[src/rtl/assert_macros.svh]
// ----------------------------------------------------------------------------
// Assertion macros
// Shared concurrent assertion helpers for the RTL of the hasher.
// ----------------------------------------------------------------------------
`ifndef ASSERT_MACROS_SVH
`define ASSERT_MACROS_SVH

`ifndef SYNTHESIS

// Consequent must hold in the same cycle as the antecedent.
`define ASSERT_SAME(label, clk, rst_n, ante, cons) \
    label: assert property (@(posedge clk) disable iff (!rst_n) (ante) |-> (cons)) \
        else $error("assertion failed");

// Consequent must hold in the cycle after the antecedent.
`define ASSERT_NEXT(label, clk, rst_n, ante, cons) \
    label: assert property (@(posedge clk) disable iff (!rst_n) (ante) |=> (cons)) \
        else $error("assertion failed");

`else

`define ASSERT_SAME(label, clk, rst_n, ante, cons)
`define ASSERT_NEXT(label, clk, rst_n, ante, cons)

`endif

`endif

[src/rtl/md5sh_pkg.sv]
// ----------------------------------------------------------------------------
// md5sh_pkg
// Types, round constants and helper functions of the MD5 stream hasher.
// ----------------------------------------------------------------------------
package md5sh_pkg;

    localparam logic [31:0] INIT_A = 32'h67452301;
    localparam logic [31:0] INIT_B = 32'hefcdab89;
    localparam logic [31:0] INIT_C = 32'h98badcfe;
    localparam logic [31:0] INIT_D = 32'h10325476;

    localparam logic [7:0]  PAD_BYTE = 8'h80;
    localparam logic [5:0]  LAST_POS = 6'd63;
    localparam logic [5:0]  LEN_POS  = 6'd56;
    localparam logic [3:0]  LAST_WORD = 4'd15;
    localparam logic [3:0]  LEN_LO_WORD = 4'd14;
    localparam logic [5:0]  LAST_ROUND = 6'd63;

    localparam logic [31:0] ROUND_K [64] = '{
        32'hd76aa478, 32'he8c7b756, 32'h242070db, 32'hc1bdceee,
        32'hf57c0faf, 32'h4787c62a, 32'ha8304613, 32'hfd469501,
        32'h698098d8, 32'h8b44f7af, 32'hffff5bb1, 32'h895cd7be,
        32'h6b901122, 32'hfd987193, 32'ha679438e, 32'h49b40821,
        32'hf61e2562, 32'hc040b340, 32'h265e5a51, 32'he9b6c7aa,
        32'hd62f105d, 32'h02441453, 32'hd8a1e681, 32'he7d3fbc8,
        32'h21e1cde6, 32'hc33707d6, 32'hf4d50d87, 32'h455a14ed,
        32'ha9e3e905, 32'hfcefa3f8, 32'h676f02d9, 32'h8d2a4c8a,
        32'hfffa3942, 32'h8771f681, 32'h6d9d6122, 32'hfde5380c,
        32'ha4beea44, 32'h4bdecfa9, 32'hf6bb4b60, 32'hbebfbc70,
        32'h289b7ec6, 32'heaa127fa, 32'hd4ef3085, 32'h04881d05,
        32'hd9d4d039, 32'he6db99e5, 32'h1fa27cf8, 32'hc4ac5665,
        32'hf4292244, 32'h432aff97, 32'hab9423a7, 32'hfc93a039,
        32'h655b59c3, 32'h8f0ccc92, 32'hffeff47d, 32'h85845dd1,
        32'h6fa87e4f, 32'hfe2ce6e0, 32'ha3014314, 32'h4e0811a1,
        32'hf7537e82, 32'hbd3af235, 32'h2ad7d2bb, 32'heb86d391
    };

    localparam logic [5:0] ROT_AMOUNT [16] = '{
        6'd7, 6'd12, 6'd17, 6'd22, 6'd5, 6'd9, 6'd14, 6'd20,
        6'd4, 6'd11, 6'd16, 6'd23, 6'd6, 6'd10, 6'd15, 6'd21
    };

    typedef enum logic [2:0] {
        ST_IDLE,
        ST_PAD,
        ST_SWEEP,
        ST_CMP_ISSUE,
        ST_CMP_RUN,
        ST_FOLD,
        ST_DONE
    } state_t;

    // What follows once a compression has been folded in.
    typedef enum logic [1:0] {
        CONT_IDLE,
        CONT_PAD,
        CONT_SECOND,
        CONT_DIGEST
    } cont_t;

    // Message word index used by a given round.
    function automatic logic [3:0] msg_index(input logic [5:0] round);
        logic [3:0] r4;
        logic [3:0] idx;
        r4 = round[3:0];
        case (round[5:4])
            2'd0:    idx = r4;
            2'd1:    idx = 4'((r4 << 2) + r4 + 4'd1);
            2'd2:    idx = 4'((r4 << 1) + r4 + 4'd5);
            default: idx = 4'((r4 << 3) - r4);
        endcase
        return idx;
    endfunction

    // Places a byte into lane 'lane' of a word, keeping only the lanes below it.
    function automatic logic [31:0] merge_byte(input logic [31:0] word,
                                               input logic [7:0]  value,
                                               input logic [1:0]  lane);
        logic [31:0] keep;
        case (lane)
            2'd0:    keep = 32'h0000_0000;
            2'd1:    keep = 32'h0000_00ff;
            2'd2:    keep = 32'h0000_ffff;
            default: keep = 32'h00ff_ffff;
        endcase
        return (word & keep) | ({24'd0, value} << {lane, 3'b000});
    endfunction

endpackage

[src/rtl/md5_stream_hasher_unit.sv]
// A byte item is taken only in the idle state, not while a block is padded,
// compressed or waiting to be output. Each completed 64-byte block holds the
// input off for a memory read set-up, 64 rounds on the single round unit and
// a fold. Closing item: a pad write, then per block still to compress a sweep
// of the remaining words and a compression, then an output load.
// Reset restores the initial chaining words and a zero bit count, not the RAM.
// ----------------------------------------------------------------------------
// md5_stream_hasher_unit
// MD5 digest of a byte stream, block buffer held in a one-port-read RAM.
// ----------------------------------------------------------------------------
`include "assert_macros.svh"

module md5_stream_hasher_unit
    import md5sh_pkg::*;
(
    input  logic        clk,
    input  logic        rst_n,
    input  logic        item_valid,
    output logic        item_ready,
    input  logic [7:0]  data_byte,
    input  logic        byte_present,
    input  logic        end_of_message,
    output logic        digest_valid,
    input  logic        digest_ready,
    output logic [31:0] digest_word_a,
    output logic [31:0] digest_word_b,
    output logic [31:0] digest_word_c,
    output logic [31:0] digest_word_d
);

    state_t      state_reg, state_next;
    cont_t       after_reg, after_next;
    logic [63:0] bit_count_reg, bit_count_next;
    logic [5:0]  round_reg, round_next;
    logic [3:0]  sweep_idx_reg, sweep_idx_next;
    logic        digest_valid_reg, digest_valid_next;

    logic [31:0] h0_reg, h1_reg, h2_reg, h3_reg;
    logic [31:0] h0_next, h1_next, h2_next, h3_next;
    logic [31:0] a_reg, b_reg, c_reg, d_reg;
    logic [31:0] a_next, b_next, c_next, d_next;
    logic [31:0] acc_reg, acc_next;
    logic [31:0] out_a_reg, out_b_reg, out_c_reg, out_d_reg;
    logic        out_load;

    logic [31:0] buffer_mem [16];
    logic [31:0] buffer_rdata_reg;
    logic        mem_we;
    logic [3:0]  mem_waddr;
    logic [31:0] mem_wdata;
    logic [3:0]  mem_raddr;

    logic        item_fire;
    logic        slot_free;
    logic [5:0]  pos;
    logic [31:0] merged_byte;
    logic [31:0] pad_word;

    logic [31:0] f_val;
    logic [31:0] round_sum;
    logic [63:0] rot_wide;
    logic [31:0] new_b;

    assign item_fire   = item_valid && item_ready;
    assign slot_free   = !digest_valid_reg || digest_ready;
    assign pos         = bit_count_reg[8:3];
    assign merged_byte = merge_byte(acc_reg, data_byte, pos[1:0]);
    assign pad_word    = merge_byte(acc_reg, PAD_BYTE, pos[1:0]);

    // One MD5 round on the working words.
    always_comb
    begin
        case (round_reg[5:4])
            2'd0:    f_val = (b_reg & c_reg) | (~b_reg & d_reg);
            2'd1:    f_val = (b_reg & d_reg) | (c_reg & ~d_reg);
            2'd2:    f_val = b_reg ^ c_reg ^ d_reg;
            default: f_val = c_reg ^ (b_reg | ~d_reg);
        endcase
        round_sum = a_reg + f_val + ROUND_K[round_reg] + buffer_rdata_reg;
        rot_wide  = {round_sum, round_sum} << ROT_AMOUNT[{round_reg[5:4], round_reg[1:0]}];
        new_b     = b_reg + rot_wide[63:32];
    end

    // Next state.
    always_comb
    begin
        state_next = state_reg;
        unique case (state_reg)
            ST_IDLE:
            begin
                if (item_fire)
                begin
                    if (byte_present && pos == LAST_POS)
                        state_next = ST_CMP_ISSUE;
                    else if (end_of_message)
                        state_next = ST_PAD;
                end
            end
            ST_PAD:
                state_next = (pos[5:2] == LAST_WORD) ? ST_CMP_ISSUE : ST_SWEEP;
            ST_SWEEP:
            begin
                if (sweep_idx_reg == LAST_WORD)
                    state_next = ST_CMP_ISSUE;
            end
            ST_CMP_ISSUE:
                state_next = ST_CMP_RUN;
            ST_CMP_RUN:
            begin
                if (round_reg == LAST_ROUND)
                    state_next = ST_FOLD;
            end
            ST_FOLD:
            begin
                unique case (after_reg)
                    CONT_IDLE:   state_next = ST_IDLE;
                    CONT_PAD:    state_next = ST_PAD;
                    CONT_SECOND: state_next = ST_SWEEP;
                    CONT_DIGEST: state_next = ST_DONE;
                    default:     state_next = ST_IDLE;
                endcase
            end
            ST_DONE:
            begin
                if (slot_free)
                    state_next = ST_IDLE;
            end
            default:
                state_next = ST_IDLE;
        endcase
    end

    // Datapath and memory control.
    always_comb
    begin
        item_ready        = (state_reg == ST_IDLE);
        after_next        = after_reg;
        bit_count_next    = bit_count_reg;
        round_next        = round_reg;
        sweep_idx_next    = sweep_idx_reg;
        digest_valid_next = digest_valid_reg && !digest_ready;
        h0_next           = h0_reg;
        h1_next           = h1_reg;
        h2_next           = h2_reg;
        h3_next           = h3_reg;
        a_next            = a_reg;
        b_next            = b_reg;
        c_next            = c_reg;
        d_next            = d_reg;
        acc_next          = acc_reg;
        mem_we            = 1'b0;
        mem_waddr         = pos[5:2];
        mem_wdata         = merged_byte;
        mem_raddr         = msg_index(6'd0);
        out_load          = 1'b0;

        unique case (state_reg)
            ST_IDLE:
            begin
                if (item_fire && byte_present)
                begin
                    mem_we         = 1'b1;
                    acc_next       = merged_byte;
                    bit_count_next = bit_count_reg + 64'd8;
                    if (pos == LAST_POS)
                        after_next = end_of_message ? CONT_PAD : CONT_IDLE;
                end
            end
            ST_PAD:
            begin
                mem_we         = 1'b1;
                mem_wdata      = pad_word;
                sweep_idx_next = pos[5:2] + 4'd1;
                // No room for the length: the first final block carries only padding.
                after_next     = (pos >= LEN_POS) ? CONT_SECOND : CONT_DIGEST;
            end
            ST_SWEEP:
            begin
                mem_we    = 1'b1;
                mem_waddr = sweep_idx_reg;
                if (after_reg == CONT_DIGEST && sweep_idx_reg == LEN_LO_WORD)
                    mem_wdata = bit_count_reg[31:0];
                else if (after_reg == CONT_DIGEST && sweep_idx_reg == LAST_WORD)
                    mem_wdata = bit_count_reg[63:32];
                else
                    mem_wdata = 32'd0;
                sweep_idx_next = sweep_idx_reg + 4'd1;
            end
            ST_CMP_ISSUE:
            begin
                mem_raddr  = msg_index(6'd0);
                a_next     = h0_reg;
                b_next     = h1_reg;
                c_next     = h2_reg;
                d_next     = h3_reg;
                round_next = 6'd0;
            end
            ST_CMP_RUN:
            begin
                // The read for the following round is issued alongside this one.
                mem_raddr  = msg_index(round_reg + 6'd1);
                a_next     = d_reg;
                b_next     = new_b;
                c_next     = b_reg;
                d_next     = c_reg;
                round_next = round_reg + 6'd1;
            end
            ST_FOLD:
            begin
                h0_next = h0_reg + a_reg;
                h1_next = h1_reg + b_reg;
                h2_next = h2_reg + c_reg;
                h3_next = h3_reg + d_reg;
                if (after_reg == CONT_SECOND)
                begin
                    after_next     = CONT_DIGEST;
                    sweep_idx_next = 4'd0;
                end
            end
            ST_DONE:
            begin
                if (slot_free)
                begin
                    out_load          = 1'b1;
                    digest_valid_next = 1'b1;
                    h0_next           = INIT_A;
                    h1_next           = INIT_B;
                    h2_next           = INIT_C;
                    h3_next           = INIT_D;
                    bit_count_next    = 64'd0;
                    after_next        = CONT_IDLE;
                end
            end
            default:
            begin
                after_next = CONT_IDLE;
            end
        endcase
    end

    always_ff @(posedge clk or negedge rst_n)
    begin
        if (!rst_n)
        begin
            state_reg        <= ST_IDLE;
            after_reg        <= CONT_IDLE;
            bit_count_reg    <= 64'd0;
            round_reg        <= 6'd0;
            sweep_idx_reg    <= 4'd0;
            digest_valid_reg <= 1'b0;
            h0_reg           <= INIT_A;
            h1_reg           <= INIT_B;
            h2_reg           <= INIT_C;
            h3_reg           <= INIT_D;
        end
        else
        begin
            state_reg        <= state_next;
            after_reg        <= after_next;
            bit_count_reg    <= bit_count_next;
            round_reg        <= round_next;
            sweep_idx_reg    <= sweep_idx_next;
            digest_valid_reg <= digest_valid_next;
            h0_reg           <= h0_next;
            h1_reg           <= h1_next;
            h2_reg           <= h2_next;
            h3_reg           <= h3_next;
        end
    end

    always_ff @(posedge clk)
    begin
        a_reg   <= a_next;
        b_reg   <= b_next;
        c_reg   <= c_next;
        d_reg   <= d_next;
        acc_reg <= acc_next;
        if (out_load)
        begin
            out_a_reg <= h0_reg;
            out_b_reg <= h1_reg;
            out_c_reg <= h2_reg;
            out_d_reg <= h3_reg;
        end
    end

    // Block buffer RAM: one write port, one registered read port.
    always_ff @(posedge clk)
    begin
        if (mem_we)
            buffer_mem[mem_waddr] <= mem_wdata;
        buffer_rdata_reg <= buffer_mem[mem_raddr];
    end

    assign digest_valid  = digest_valid_reg;
    assign digest_word_a = out_a_reg;
    assign digest_word_b = out_b_reg;
    assign digest_word_c = out_c_reg;
    assign digest_word_d = out_d_reg;

    `ASSERT_NEXT(a_full_block_compresses, clk, rst_n, item_fire && byte_present && pos == LAST_POS, state_reg == ST_CMP_ISSUE)
    `ASSERT_NEXT(a_last_round_folds, clk, rst_n, state_reg == ST_CMP_RUN && round_reg == LAST_ROUND, state_reg == ST_FOLD)
    `ASSERT_SAME(a_fold_on_boundary, clk, rst_n, state_reg == ST_FOLD && after_reg == CONT_IDLE, bit_count_reg[8:0] == 9'd0)
    `ASSERT_NEXT(a_digest_restarts, clk, rst_n, out_load, digest_valid && bit_count_reg == 64'd0 && h0_reg == INIT_A)

endmodule
[config.mk]
export PLATFORM = sky130hd
export DESIGN_NAME = md5_stream_hasher_unit
export DESIGN_NICKNAME = d
export VERILOG_FILES = /design/src/rtl/md5sh_pkg.sv /design/src/rtl/md5_stream_hasher_unit.sv
export VERILOG_INCLUDE_DIRS = /design/src /design/src/rtl
export SDC_FILE = /design/constraint.sdc
export NUM_CORES = 2
export LEC_CHECK = 0
export ABC_AREA = 1
export BUFFER_PORTS_ARGS = -buffer_cell sky130_fd_sc_hd__buf_2
export CAP_MARGIN = 5
export CORE_UTILIZATION = 50
export DETAILED_ROUTE_END_ITERATION = 8
export PLACE_DENSITY = 0.69
export SYNTH_ARGS = -nofsm -noshare
export SYNTH_HDL_FRONTEND = slang
export SYNTH_SLANG_ARGS = --single-unit
[constraint.sdc]
create_clock -name clk -period 7.75 [get_ports clk]
set_clock_uncertainty 0.15 [all_clocks]
set_input_delay 2.325 -clock clk [delete_from_list [all_inputs] [get_ports clk]]
set_output_delay 2.325 -clock clk [all_outputs]
set_load 0.005 [all_outputs]
Yosys cells after proc, flatten, opt, wreduce, memory -nomap -nowiden. Memory sizes are Yosys's and may differ from the RTL's. A register that Yosys moved wholly into a read port is not among the register bits. Cells that the tools add are included.

Output and inout port bits: 130. RAM bits: 512. Word-level logic and storage cells: 171. Register bits: 496. Input bits: 14. Memories kept: 3. Bits in read-only memories: 2144.

Memory list: (name not given) (words 64, width 32, read ports 1, clocked after memory_dff 0, wr ports 0, line md5_stream_hasher_unit.sv:79) `round_sum = a_reg + f_val + ROUND_K[round_reg] + buffer_rdata_reg;`; buffer_mem (words 16, width 32, read ports 1, clocked after memory_dff 1, wr ports 1, line md5_stream_hasher_unit.sv:46) `logic [31:0] buffer_mem [16];`; (name not given) (words 16, width 6, read ports 1, clocked after memory_dff 0, wr ports 0, line md5_stream_hasher_unit.sv:80) `rot_wide = {round_sum, round_sum} << ROT_AMOUNT[{round_reg[5:4], round_reg[1:0]}];`.

Bitwise gates (word level): 18. Muxes and demuxes: 54. Shift operators: 3. Magnitude comparators: 3. Reductions and logical operators: 26. Add/subtract/negate cells: 17. Eq/ne operators: 28.

Operator list (count): one-hot mux 32 bit (2 select lines) (9); adder 32 bit (8); two-way mux 32 bit (8); bitwise AND 32 bit (5); bitwise OR 32 bit (5); two-way mux 64 bit (2); one-hot mux 64 bit (2 select lines) (1); one-hot mux 32 bit (3 select lines) (1); bitwise XOR 32 bit (3); one-hot mux 24 bit (3 select lines) (1); adder 64 x 4 -> 64 bit (second input constant) (1); NOT 32 bit (2); << shifter 64 x 6 -> 64 bit (1); << shifter 8 x 5 -> 32 bit (1); << shifter 8 x 5 -> 32 bit (first input constant) (1); one-hot mux 4 bit (3 select lines) (2); one-hot mux 3 bit (7 select lines) (1); two-way mux 3 bit (6); adder 4 x 1 -> 4 bit (second input constant) (3); equality test 4 bit (second input constant) (3); equality test 6 bit (second input constant) (2); two-way mux 4 bit (3); two-way mux 6 bit (2); one-hot mux 3 bit (4 select lines) (1); 35 further kinds (77).

Longest topological paths before layout.
Depth after elaboration: 10. Depth in mapped cells: 47. Gate-level depth less buffers: 46.

Worst setup path after synthesis. No wires, ideal clock.

Kind: reg-to-reg. Start point: register round_reg[0]. End point: register b_reg[24] (data pin). Slack: 0.279 ns. Buffers on the path: 2. Clock period less this slack: 7.471 ns. Data required time: 7.331 ns. Setup time: 0.269 ns. Cell stages (with the launch flop): 42. Data arrival time: 7.052 ns. Cell sequence: dfrtp_1 -> buf_2 -> clkinv_1 -> ha_1 -> clkbuf_1 -> nor2_1 -> nor2_1 -> a211oi_1 -> a2111oi_0 -> fa_1 -> inv_1 -> ha_1 -> fa_1 -> nand2_1 -> nand2_1 -> o21ai_0 -> o21ai_0 -> nand2_1 -> [... 6 more ...] -> nand3_1 -> nand3_1 -> nand2_1 -> ha_1 -> fa_1 -> nand3_1 -> nand3_1 -> a31oi_1 -> o21ai_0 -> nand2_1 -> nand2_1 -> nand2_1 -> nand2_1 -> a21boi_0 -> o21bai_1 -> a21oi_1 -> xor2_1 -> o21ai_0.

Word-level cells in the longest chain between the ends: 9. Elaborated cells between the ends (all ways): 13. Classes of those cells: 3 x add/sub; 1 x shift; 5 x mux; 2 x bitwise; 2 x memory.

RTL lines: start: declaration (line md5_stream_hasher_unit.sv:34) `logic [5:0] round_reg, round_next;`; start signal: assignment (line md5_stream_hasher_unit.sv:261) `round_reg <= round_next;`; NOT 6 -> 7 bit (not written as such) (line md5_stream_hasher_unit.sv:79); memory read (64 x 32 bit); two-way mux 32 bit (not written as such) (2 in a row) (line md5_stream_hasher_unit.sv:79); adder 32 bit (2 in a row) (line md5_stream_hasher_unit.sv:79); << shifter 64 x 6 -> 64 bit * (line md5_stream_hasher_unit.sv:80); adder 32 bit * (line md5_stream_hasher_unit.sv:81) `new_b = b_reg + rot_wide[63:32];`; one-hot mux 32 bit (2 select lines) * (line md5_stream_hasher_unit.sv:157) `unique case (state_reg)`; named net b_next[24] (line md5_stream_hasher_unit.sv:41) `logic [31:0] a_next, b_next, c_next, d_next;`; end signal: assignment (line md5_stream_hasher_unit.sv:274) `b_reg <= b_next;`; end: declaration (line md5_stream_hasher_unit.sv:40) `logic [31:0] a_reg, b_reg, c_reg, d_reg;`.

Mark *: on every way through the listed nets, which the timed path passes. The rest lies on a longest branch. The select of a mux whose other input is x is not followed. A chain may end at the register's enable or synchronous reset.

Worst setup path after layout.
Start point: register round_reg[1]. End point: register b_reg[24] (data pin).

Same word-level chain as after synthesis.

==> results.toml <==
[status]
status = "finished, final reports clean"

[detailed_routing]
drt_iter0_drc = 5895
antenna_left = 0
drc = 0
first_pass_iters = 7
num_vias = 51250
wl_per_cell_microns = 23.60
wl_mm = 202.6
routed_via_density = 5.971

[setup_path]
worstSetupEndpointType = "register"
crit_path_end = "b_reg[24]"
crit_path_start_kind = "register"
r2r-end = "b_reg[24]"
reg2reg_depth = 41
crit_arrival_ns = 7.79
r2r_slack_ns = 0.30
setup.worst_path.class = "reg2reg"
slowest_delay_ns = 0.44
slowest_stage = "fa_1"
cp_common_cell = "nand2_1"
critPathMaxFanout = 5
cp.required_ns = 8.09
worstSetupStartpoint = "round_reg[1]"
worstReg2RegStart = "round_reg[1]"

[die]
floorplan.initialDensity_pct = 50.55
ios = 144
die_area_sq_um = 119200
die_h_microns = 345.2
fp.coreArea_sq_um = 116500
die_width_microns = 345.2
row_count = 125

[global_route]
antenna_found_initial = 7
grt-busiest-layer = "met2"
use_met3_pct = 5.122
grt_pass1_wl_mm = 300.4
grt_overflow_total = 0
grt_util_met2_pct = 53.72
track_usage_pct = 33.33
met1_usage_pct = 43.47
grt_pass1_vias = 48750
grt_max_degree = 138

[timing]
min_period_ns = 7.448
max_freq_mhz = 134.3
worst_pin_slew_ns = 1.296
grt_setup_unrepaired = "false"
slew_headroom_pct = 13.58
hold_violations = 0
report.final.slew_viol_count = 0
final-setup-viol-count = 0
min_period_over_period_pct = 96.11
hold_ws_ns = 0.3340

[yosys]
synth_cell_type_count = 69
synth_area_leader_cell = "edfxtp_1"
ys.flop_type = "edfxtp_1"
synth_seq_area_share_pct = 50.31
async_flop_share_pct = 19.92
synth_seq_cells = 1029
netlist_instances = 6515
synth_area_sq_um = 58900
yosys_warnings = 0
syn_area_per_cell_sq_um = 9.041
synth.top_cell.area_share_pct = 40.38
synth_edf_count = 792
syn_nets = 6830
synth_area_leaders = "edfxtp_1, nand2_1, o21ai_0"

[final_layout]
area_growth_pct = 15.98
final_nets = 7281
final_common_cell = "nand2_1"
largest_register_ffs = 512
instances_no_fill = 8584
final_cell_mix = "nand2_1, edfxtp_1, o21ai_0, inv_1, nand3_1"
drive_above_1_share_pct = 14.80
fillCellCount = 10140

[cts]
cts_tree = "done"
clock_latency_ns = 0.77
cts.htree.levels = 3
cts.clk_slew.worst_paths_ns = 0.07
numClockSinks = 1029
cts_root_buffer = "clkbuf_16"
cts_buffer_depth = 3
numCtsBuffers = 107

[job]
cap_violations = 0

[hold_path]
hold_class = "reg2reg"

[placed_design]
dp.cells = 8367
gp_congestion = 1.013
portBuffers = 143
dp_hpwl_mm = 146.4
-- logic make-up (layout without fill, tap and decap cells) --
logic type	after synthesis	count (layout)	synth area share (%)
other cells	0	1	0
xor+xnor	104	104	1.546
flops	1029	1029	50.31
simple gates	2423	2423	17.92
mux	21	21	0.3569
fa+ha+maj	301	301	7.286
buf+inv	969	1513	6.296
compound gates	1668	1668	16.28
-- routing by layer --
layer / up-vias / share of wire, %
li1: 23740 / -
met1: 24610 / 40
met2: 2397 / 46
met3: 491 / 8.1
met4: 8 / 5.5
met5: - / 0.024
-- timing repair --
action / 4_1_cts / 5_1_grt
hold buffers: 0 / 0
setup buffers: 0 / 13
endpoints found under the setup margin: 12 / 22
pin swaps: 1 / 14
gates resized for setup: 11 / 105
-- worst min-delay path by stage --
stage	slack, ns	to	from	cells past startpoint
2_1_floorplan	0.30	bit_count_reg[30]	bit_count_reg[30]	1
3_3_place_gp	0.32	digest_word_c[8]	h2_reg[8]	0
3_5_place_dp	0.33	digest_word_c[8]	h2_reg[8]	0
4_1_cts	0.34	digest_word_c[8]	h2_reg[8]	0
5_1_grt	0.35	digest_word_a[3]	h0_reg[3]	0
6_report	0.33	digest_word_d[7]	h3_reg[7]	0
-- cell usage after synthesis (19+ instances only) --
cell         n
nand2_1   1078
edfxtp_1   792
o21ai_0    706
inv_1      683
nand3_1    524
nor2_1     521
a21oi_1    458
ha_1       231
clkbuf_1   199
o211ai_1   142
dfrtp_1    141
o22ai_1     89
or2_0       74
fa_1        70
nor3_1      70
dfstp_2     64
xor2_1      61
o221ai_1    50
buf_2       49
xnor2_1     43
nand4_1     39
or2_2       38
a31oi_1     33
dfxtp_1     32
o31ai_1     31
a21o_1      26
mux2i_1     21
nor4_1      21
a211oi_1    19
a22oi_1     19
-- worst max-delay path, delay by kind of cell, from the launching register on --
family | cells | cell delay (ns)
and+or+nand+nor | 19 | 2.50
adders and majority gates | 4 | 1.27
xor gates and xnor gates | 1 | 0.16
DFF | 1 | 0.42
AOI/OAI and AO/OA | 12 | 2.09
buffers and inverters | 5 | 0.60
-- per-stage QoR --
step | worst slack [ns] | TNS, ns | area [sq um] | util, %
6_report | 0.3017 | 0 | 68310 | 58.63
5_1_grt | 0.01400 | 0 | 68310 | 58.63
4_1_cts | 0.01719 | 0 | 67880 | 58.25
3_5_place_dp | -0.2833 | -1.565 | 64230 | 55.12
3_3_place_gp | -0.1632 | -0.3606 | 64230 | 55.12
2_1_floorplan | 0.2788 | 0 | 58900 | -
-- final cells by class --
class	instances	area [sq um]	share of cell area [%]
Tap cell	1524	1907	2.791
Sequential cell	1029	29640	43.39
Clock inverter	62	686.9	1.006
Multi-Input combinational cell	4517	26140	38.27
Clock buffer	140	2935	4.297
Inverter	703	2658	3.890
Antenna cell	1	2.502	0.003663
Timing Repair Buffer	608	4340	6.354
Power is left out: the tool's default activity adds up to more than one toggle a clock period on the data nets, which glitch-free logic cannot reach.
